===== src/design/rrrq_pkg.sv =====
`default_nettype none
// ----------------------------------------------------------------------------
// rrrq_pkg
// Shared constants and controller/datapath interface types for the
// round-robin ready queue.
// ----------------------------------------------------------------------------
package rrrq_pkg;

    localparam int QUEUE_DEPTH_DEFAULT = 16;

    localparam int ID_W      = 8;
    localparam int BURST_W   = 16;
    localparam int QUANTUM_W = 8;

    localparam logic [QUANTUM_W-1:0] QUANTUM_RESET = 8'd4;

    localparam logic OP_ADMIT = 1'b0;
    localparam logic OP_RUN   = 1'b1;

    typedef struct packed {
        logic capture;
        logic mem_read;
        logic execute;
    } rrrq_cmd_t;

    typedef struct packed {
        logic out_busy;
    } rrrq_status_t;

endpackage
`default_nettype wire


===== src/design/rrrq_ctrl.sv =====
`default_nettype none
// ----------------------------------------------------------------------------
// rrrq_ctrl
// Sequencer: take request, read head entry, execute when the result
// register is free.
// ----------------------------------------------------------------------------
module rrrq_ctrl
    import rrrq_pkg::*;
(
    input  wire logic         clk,
    input  wire logic         rst_n,
    input  wire logic         in_valid,
    output logic              in_stall,
    input  wire rrrq_status_t status,
    output rrrq_cmd_t         cmd
);

    localparam logic [1:0] S_IDLE = 2'd0;
    localparam logic [1:0] S_READ = 2'd1;
    localparam logic [1:0] S_EXEC = 2'd2;

    logic [1:0] state_reg;
    logic [1:0] state_next;

    always_comb
    begin
        state_next  = state_reg;
        cmd         = '0;
        in_stall    = 1'b1;
        unique case (state_reg)
            S_IDLE:
            begin
                in_stall = 1'b0;
                if (in_valid)
                begin
                    cmd.capture = 1'b1;
                    state_next  = S_READ;
                end
            end
            S_READ:
            begin
                cmd.mem_read = 1'b1;
                state_next   = S_EXEC;
            end
            S_EXEC:
            begin
                if (!status.out_busy)
                begin
                    cmd.execute = 1'b1;
                    state_next  = S_IDLE;
                end
            end
            default:
            begin
                state_next = S_IDLE;
            end
        endcase
    end

    always_ff @(posedge clk or negedge rst_n)
    begin
        if (!rst_n)
        begin
            state_reg <= S_IDLE;
        end
        else
        begin
            state_reg <= state_next;
        end
    end

endmodule
`default_nettype wire


===== src/design/rrrq_dpath.sv =====
`default_nettype none
// ----------------------------------------------------------------------------
// rrrq_dpath
// Task store, head/tail pointers, occupancy, quantum charge and result
// register.
// ----------------------------------------------------------------------------
module rrrq_dpath
    import rrrq_pkg::*;
#(
    parameter int QUEUE_DEPTH = QUEUE_DEPTH_DEFAULT
)
(
    input  wire logic                 clk,
    input  wire logic                 rst_n,
    input  wire rrrq_cmd_t            cmd,
    output rrrq_status_t              status,
    input  wire logic                 quantum_we,
    input  wire logic [QUANTUM_W-1:0] quantum_wdata,
    input  wire logic                 opcode,
    input  wire logic [ID_W-1:0]      task_id,
    input  wire logic [BURST_W-1:0]   burst_time,
    output logic                      out_valid,
    input  wire logic                 out_stall,
    output logic [ID_W-1:0]           ran_id,
    output logic [QUANTUM_W-1:0]      time_run,
    output logic [BURST_W-1:0]        time_left,
    output logic                      finished,
    output logic                      none_ready,
    output logic                      queue_full
);

    localparam int IDX_W   = $clog2(QUEUE_DEPTH);
    localparam int OCC_W   = $clog2(QUEUE_DEPTH + 1);
    localparam int ENTRY_W = ID_W + BURST_W;

    localparam logic [IDX_W-1:0] LAST_IDX = IDX_W'(QUEUE_DEPTH - 1);
    localparam logic [OCC_W-1:0] FULL_OCC = OCC_W'(QUEUE_DEPTH);

    logic [ENTRY_W-1:0] mem [QUEUE_DEPTH];

    logic                 op_reg;
    logic [ID_W-1:0]      id_in_reg;
    logic [BURST_W-1:0]   burst_in_reg;
    logic [QUANTUM_W-1:0] quantum_reg;
    logic [IDX_W-1:0]     head_reg, head_next;
    logic [IDX_W-1:0]     tail_reg, tail_next;
    logic [OCC_W-1:0]     occ_reg, occ_next;
    logic [ENTRY_W-1:0]   rd_reg;

    logic                 out_valid_reg, out_valid_next;
    logic [ID_W-1:0]      ran_id_reg, ran_id_next;
    logic [QUANTUM_W-1:0] time_run_reg, time_run_next;
    logic [BURST_W-1:0]   time_left_reg, time_left_next;
    logic                 finished_reg, finished_next;
    logic                 none_ready_reg, none_ready_next;
    logic                 queue_full_reg, queue_full_next;

    logic                 wr_en;
    logic [ENTRY_W-1:0]   wr_data;

    logic                 q_full;
    logic                 q_empty;
    logic [ID_W-1:0]      rd_id;
    logic [BURST_W-1:0]   rd_burst;
    logic [BURST_W-1:0]   quantum_ext;
    logic [BURST_W-1:0]   charge;
    logic [BURST_W-1:0]   left;

    assign q_full      = (occ_reg == FULL_OCC);
    assign q_empty     = (occ_reg == '0);
    assign rd_id       = rd_reg[ENTRY_W-1:BURST_W];
    assign rd_burst    = rd_reg[BURST_W-1:0];
    assign quantum_ext = BURST_W'(quantum_reg);
    assign charge      = (rd_burst < quantum_ext) ? rd_burst : quantum_ext;
    assign left        = rd_burst - charge;

    assign status.out_busy = out_valid_reg && out_stall;

    always_comb
    begin
        head_next       = head_reg;
        tail_next       = tail_reg;
        occ_next        = occ_reg;
        wr_en           = 1'b0;
        wr_data         = {id_in_reg, burst_in_reg};
        ran_id_next     = ran_id_reg;
        time_run_next   = time_run_reg;
        time_left_next  = time_left_reg;
        finished_next   = finished_reg;
        none_ready_next = none_ready_reg;
        queue_full_next = queue_full_reg;
        out_valid_next  = out_valid_reg && out_stall;

        if (cmd.execute)
        begin
            out_valid_next  = 1'b1;
            ran_id_next     = '0;
            time_run_next   = '0;
            time_left_next  = '0;
            finished_next   = 1'b0;
            none_ready_next = 1'b0;
            queue_full_next = 1'b0;
            if (op_reg == OP_ADMIT)
            begin
                if (q_full)
                begin
                    queue_full_next = 1'b1;
                end
                else
                begin
                    wr_en     = 1'b1;
                    tail_next = (tail_reg == LAST_IDX) ? '0 : tail_reg + 1'b1;
                    occ_next  = occ_reg + 1'b1;
                end
            end
            else if (q_empty)
            begin
                none_ready_next = 1'b1;
            end
            else
            begin
                head_next      = (head_reg == LAST_IDX) ? '0 : head_reg + 1'b1;
                ran_id_next    = rd_id;
                time_run_next  = charge[QUANTUM_W-1:0];
                time_left_next = left;
                if (left == '0)
                begin
                    finished_next = 1'b1;
                    occ_next      = occ_reg - 1'b1;
                end
                else
                begin
                    // requeue at tail; the dequeue freed a slot
                    wr_en     = 1'b1;
                    wr_data   = {rd_id, left};
                    tail_next = (tail_reg == LAST_IDX) ? '0 : tail_reg + 1'b1;
                end
            end
        end
    end

    always_ff @(posedge clk)
    begin
        if (wr_en)
        begin
            mem[tail_reg] <= wr_data;
        end
        if (cmd.mem_read)
        begin
            rd_reg <= mem[head_reg];
        end
    end

    always_ff @(posedge clk)
    begin
        if (cmd.capture)
        begin
            op_reg       <= opcode;
            id_in_reg    <= task_id;
            burst_in_reg <= burst_time;
        end
        ran_id_reg    <= ran_id_next;
        time_run_reg  <= time_run_next;
        time_left_reg <= time_left_next;
        finished_reg  <= finished_next;
        none_ready_reg <= none_ready_next;
        queue_full_reg <= queue_full_next;
    end

    always_ff @(posedge clk or negedge rst_n)
    begin
        if (!rst_n)
        begin
            head_reg      <= '0;
            tail_reg      <= '0;
            occ_reg       <= '0;
            quantum_reg   <= QUANTUM_RESET;
            out_valid_reg <= 1'b0;
        end
        else
        begin
            head_reg      <= head_next;
            tail_reg      <= tail_next;
            occ_reg       <= occ_next;
            out_valid_reg <= out_valid_next;
            if (quantum_we)
            begin
                quantum_reg <= quantum_wdata;
            end
        end
    end

    assign out_valid  = out_valid_reg;
    assign ran_id     = ran_id_reg;
    assign time_run   = time_run_reg;
    assign time_left  = time_left_reg;
    assign finished   = finished_reg;
    assign none_ready = none_ready_reg;
    assign queue_full = queue_full_reg;

endmodule
`default_nettype wire


===== src/design/round_robin_ready_queue.sv =====
`default_nettype none
// ----------------------------------------------------------------------------
// round_robin_ready_queue
// Round-robin ready queue: admit tasks at the tail, run the head task for
// up to one quantum and requeue it until its burst is spent.
//
// Input channel (in_valid/in_stall) carries one request: opcode, task_id,
// burst_time. Every request yields exactly one result on the output
// channel (out_valid/out_stall): ran_id, time_run, time_left, finished,
// none_ready, queue_full.
// A request passes through the sequencer's capture, store read and execute
// steps; the block takes no new request until the previous one has executed.
// The task store has one read port and one write port.
// A waiting result does not block acceptance of the next request; that
// request's execute step waits while the result register is stalled.
// The user must write quantum through quantum_we/quantum_wdata only while idle; the block itself does not enforce it.
// Reset empties the queue and sets quantum to 4; the task store itself is
// not cleared.
// ----------------------------------------------------------------------------
module round_robin_ready_queue
    import rrrq_pkg::*;
#(
    parameter int QUEUE_DEPTH = QUEUE_DEPTH_DEFAULT
)
(
    input  wire logic                 clk,
    input  wire logic                 rst_n,
    input  wire logic                 quantum_we,
    input  wire logic [QUANTUM_W-1:0] quantum_wdata,
    input  wire logic                 in_valid,
    output logic                      in_stall,
    input  wire logic                 opcode,
    input  wire logic [ID_W-1:0]      task_id,
    input  wire logic [BURST_W-1:0]   burst_time,
    output logic                      out_valid,
    input  wire logic                 out_stall,
    output logic [ID_W-1:0]           ran_id,
    output logic [QUANTUM_W-1:0]      time_run,
    output logic [BURST_W-1:0]        time_left,
    output logic                      finished,
    output logic                      none_ready,
    output logic                      queue_full
);

    rrrq_cmd_t    cmd;
    rrrq_status_t status;

    rrrq_ctrl u_ctrl (
        .clk      (clk),
        .rst_n    (rst_n),
        .in_valid (in_valid),
        .in_stall (in_stall),
        .status   (status),
        .cmd      (cmd)
    );

    rrrq_dpath #(
        .QUEUE_DEPTH (QUEUE_DEPTH)
    ) u_dpath (
        .clk           (clk),
        .rst_n         (rst_n),
        .cmd           (cmd),
        .status        (status),
        .quantum_we    (quantum_we),
        .quantum_wdata (quantum_wdata),
        .opcode        (opcode),
        .task_id       (task_id),
        .burst_time    (burst_time),
        .out_valid     (out_valid),
        .out_stall     (out_stall),
        .ran_id        (ran_id),
        .time_run      (time_run),
        .time_left     (time_left),
        .finished      (finished),
        .none_ready    (none_ready),
        .queue_full    (queue_full)
    );

endmodule
`default_nettype wire

===== config.mk =====
export PLATFORM = sky130hd
export DESIGN_NAME = round_robin_ready_queue
export DESIGN_NICKNAME = d
export VERILOG_FILES = /design/src/design/rrrq_pkg.sv /design/src/design/rrrq_ctrl.sv /design/src/design/rrrq_dpath.sv /design/src/design/round_robin_ready_queue.sv
export SDC_FILE = /design/constraint.sdc
export NUM_CORES = 1
export LEC_CHECK = 0
export ABC_AREA = 1
export ABC_CLOCK_PERIOD_IN_PS = 15240
export BUFFER_PORTS_ARGS = -buffer_cell sky130_fd_sc_hd__buf_4
export CAP_MARGIN = 20
export CELL_PAD_IN_SITES_DETAIL_PLACEMENT = 2
export CELL_PAD_IN_SITES_GLOBAL_PLACEMENT = 2
export CORE_MARGIN = 2
export CORE_UTILIZATION = 45
export CTS_BUF_LIST = sky130_fd_sc_hd__clkbuf_4 sky130_fd_sc_hd__clkbuf_8 sky130_fd_sc_hd__clkbuf_16
export DETAILED_ROUTE_END_ITERATION = 10
export GPL_ROUTABILITY_DRIVEN = 1
export PLACE_DENSITY = 0.86
export SLEW_MARGIN = 20
export SYNTH_ARGS = -nofsm -noshare
export SYNTH_HDL_FRONTEND = slang
export SYNTH_HIERARCHICAL = 1
export SYNTH_SLANG_ARGS = --single-unit

===== constraint.sdc =====
create_clock -name clk -period 15.24 [get_ports clk]
set_input_delay 0 -clock clk [delete_from_list [all_inputs] [get_ports clk]]
set_output_delay 0 -clock clk [all_outputs]
set_load 0.03 [all_outputs]

==> out/results.ini <==
[placed_design]
detailed_place_hpwl_um = 43700
place_inst = 2251
portBuffers = 74
placed_area_sq_um = 21600
routabilityCongestion = 0.831
dp_slack_ns = 9.24

[grt]
grt_use_met3_pct = 7.76
overflow = 0
grt_pass1_vias = 17200
grt_pass1_wl_um = 130000
grt_max_degree = 112
met1_usage_pct = 46.8
gr-usage-met2_pct = 64.7
track_usage_pct = 38.9
grt_most_used_layer = met2
antenna_found_initial = 2

[setup_path]
worst-setup-path-type = reg2reg
start_kind = flop
required_ns = 15.46
crit_arrival_ns = 7.01
ff2ff_setup_slack_ns = 8.45
cp-end-kind = flop
path_max_fanout = 24

[clock_tree]
h-tree-depth = 2
cts_hold_repair.buffers = 54
tritoncts = yes
cts_resized = 0
tritoncts.num_buffers = 52
cts-root-buf = clkbuf_16
clk_latency_ns = 0.64
clockBufferDepth = 3
clk_pin_slew_ns = 0.07
clkSinkCount = 492
post_cts.repair.setup_buffers = 0

[detailed_routing]
drc = 0
drtIter0Drc = 2021
wl_um = 90800
antenna_left = 0
wire_per_inst_um = 37.8
dr.pass1.iters = 5
vias_per_cell = 6.57
num_vias = 15800

[layout]
utilization_pct = 53.9
nNetsFinal = 1831
nFillCells = 4113
area_growth_pct = 17.5
multi_input_area_sq_um = 5090
drive_gt1_share_pct = 16.2
fin_cells = 2402
fin_area_sq_um = 23900
regArea_sq_um = 14700
largest_register_ff_count = 384

[logic_synthesis]
ys_seq_area_share_pct = 72.0
ys_ff_latch = 492
synth_cell_type_count = 44
netlist_instances = 1639
synth_area_sq_um = 20400
syn_avg_cell_area_sq_um = 12.4
ys_top_cells_by_area = edfxtp_1 (69%), o21ai_0 (5.4%), nor2_1 (4.9%)
synth_edf_count = 468
yosys.area.top_type_share_pct = 69.0
yosysWarnings = 6
synth_ff_type = edfxtp_1
async_flop_share_pct = 4.88
syn_nets = 1702
yosys.area.top_type = edfxtp_1

[sta]
slew_headroom_pct = 22.4
finalSetupTns_ns = 0
finalHoldViolCount = 0
tightest_slew_ns = 1.16
worst_slack_ns = 8.45
rsz0062_at_grt = false
fin_skew_ns = 0.0428
period_needed_ns = 6.79
period_share_pct = 44.6
drv_slew = 0
setup_viol = 0
timing.fmax_mhz = 147
whs_ns = 0.0829

[floorplanning]
row_count = 77
die_w_um = 217
dieArea_sq_um = 47000
top_level_ports = 75
start_util_pct = 45.9
die_h_um = 217
core_sq_um = 44400

[power]
power_mw = 4.75
ir_drop_mv = 0.104
p_leak_nw = 8.46
p_per_area_nw_per_um2 = 199

[status]
status = completed

[worst_hold_path]
hp-class = in2reg

[run]
max-cap-violations = 0

==> final cells by class <==
| type | count | area share (%) |
|---|---|---|
| Multi-Input combinational cell | 974 | 21.3 |
| Timing Repair Buffer | 162 | 5.70 |
| Inverter | 86 | 1.38 |
| Clock buffer | 72 | 6.26 |
| Sequential cell | 492 | 61.3 |
| Tap cell | 592 | 3.10 |
| Clock inverter | 23 | 1.00 |
| Antenna cell | 1 | 0.0105 |
==> routing by layer <==
layer	share of wire, %	routed length (um)	vias up
li1	-	-	6185
met1	37	33300	8129
met2	48	44000	1077
met3	8.0	7280	388
met4	6.9	6240	0
met5	0	0	-
==> cells by family (layout without fill, tap and decap cells) <==
logic type / count (synthesis) / count (layout) / share of synthesized area (%)
AOI/OAI and AO/OA: 356 / 356 / 10.3
xor gates and xnor gates: 7 / 7 / 0.338
adders and majority gates: 25 / 25 / 1.61
buffers and inverters: 173 / 343 / 3.51
DFF: 492 / 492 / 72.0
other: 0 / 1 / 0
and+or+nand+nor: 586 / 586 / 12.3
==> power breakdown <==
| group | internal (mW) | switching [mW] |
|---|---|---|
| logic | 0.359 | 1.22 |
| registers | 1.70 | 0.104 |
| clock network | 0.772 | 0.602 |
| total | 2.83 | 1.93 |
==> final timing paths <==
| kind | endpoint | from | cells after the start |
|---|---|---|---|
| max | u_dpath/mem[8][8]$_DFFE_PP_ | u_dpath/rd_reg[12]$_DFFE_PP_ | 19 |
| min | u_dpath/op_reg$_DFFE_PP_ | opcode | 2 |
| max reg2reg | u_dpath/mem[8][8]$_DFFE_PP_ | u_dpath/rd_reg[12]$_DFFE_PP_ | 19 |
| min reg2reg | u_dpath/out_valid$_DFF_PN0_ | u_dpath/out_valid$_DFF_PN0_ | 2 |
| max in group asynchronous | u_dpath/quantum_reg[1]$_DFFE_PN0P_ | rst_n | 4 |
| min in group asynchronous | u_dpath/head_reg[0]$_DFFE_PN0P_ | rst_n | 4 |
==> cell usage in the layout, fill, tap and decap left out, drive strengths merged, types with 4 or more instances in the layout <==
cell,Yosys,final
dfrtp,23,23
o221ai,39,39
nor2,274,274
a21oi,9,9
nand3,70,70
ha,23,23
nand3b,4,4
xor2,6,6
clkbuf,76,72
clkinv,1,19
bufinv,0,5
nor3,5,5
inv,85,85
nand4,15,15
edfxtp,468,468
nand2,213,213
o211ai,11,11
buf,11,109
o21ai,237,237
o22ai,57,57
dlygate4sd3,0,53
==> cell usage after synthesis, types with 2 or more instances <==
library cell / count
a21boi_0: 2
a21oi_1: 6
a21oi_2: 2
and2_1: 2
buf_1: 2
buf_12: 2
buf_2: 2
buf_4: 2
buf_6: 3
clkbuf_1: 76
dfrtp_1: 23
edfxtp_1: 468
fa_1: 2
ha_1: 23
inv_1: 73
inv_2: 12
nand2_1: 187
nand2_2: 25
nand3_1: 66
nand3_2: 4
nand3b_1: 4
nand4_1: 13
nand4_2: 2
nor2_1: 265
nor2_2: 7
nor2_4: 2
nor3_1: 5
o211ai_1: 11
o21ai_0: 221
o21ai_1: 3
o21ai_2: 13
o221ai_1: 39
o22ai_1: 57
xor2_1: 5
==> worst max-delay path, stage by stage (launching register included) <==
cell       delay (ns)
edfxtp_1         0.50
nor2_1           0.38
nand3_1          0.17
nor2_1           0.24
o2111ai_2        0.50
o21ai_0          0.55
inv_1            0.16
ha_1             0.26
fa_1             0.51
inv_1            0.17
nand3_1          0.13
nand2_2          0.15
nand2_1          0.16
nand4_1          0.16
nand2_2          0.11
nand2_1          0.15
nor2_1           0.10
nand4_2          0.20
nand3_2          0.63
nor2_4           1.11
Power figures use the tool's default switching activity.
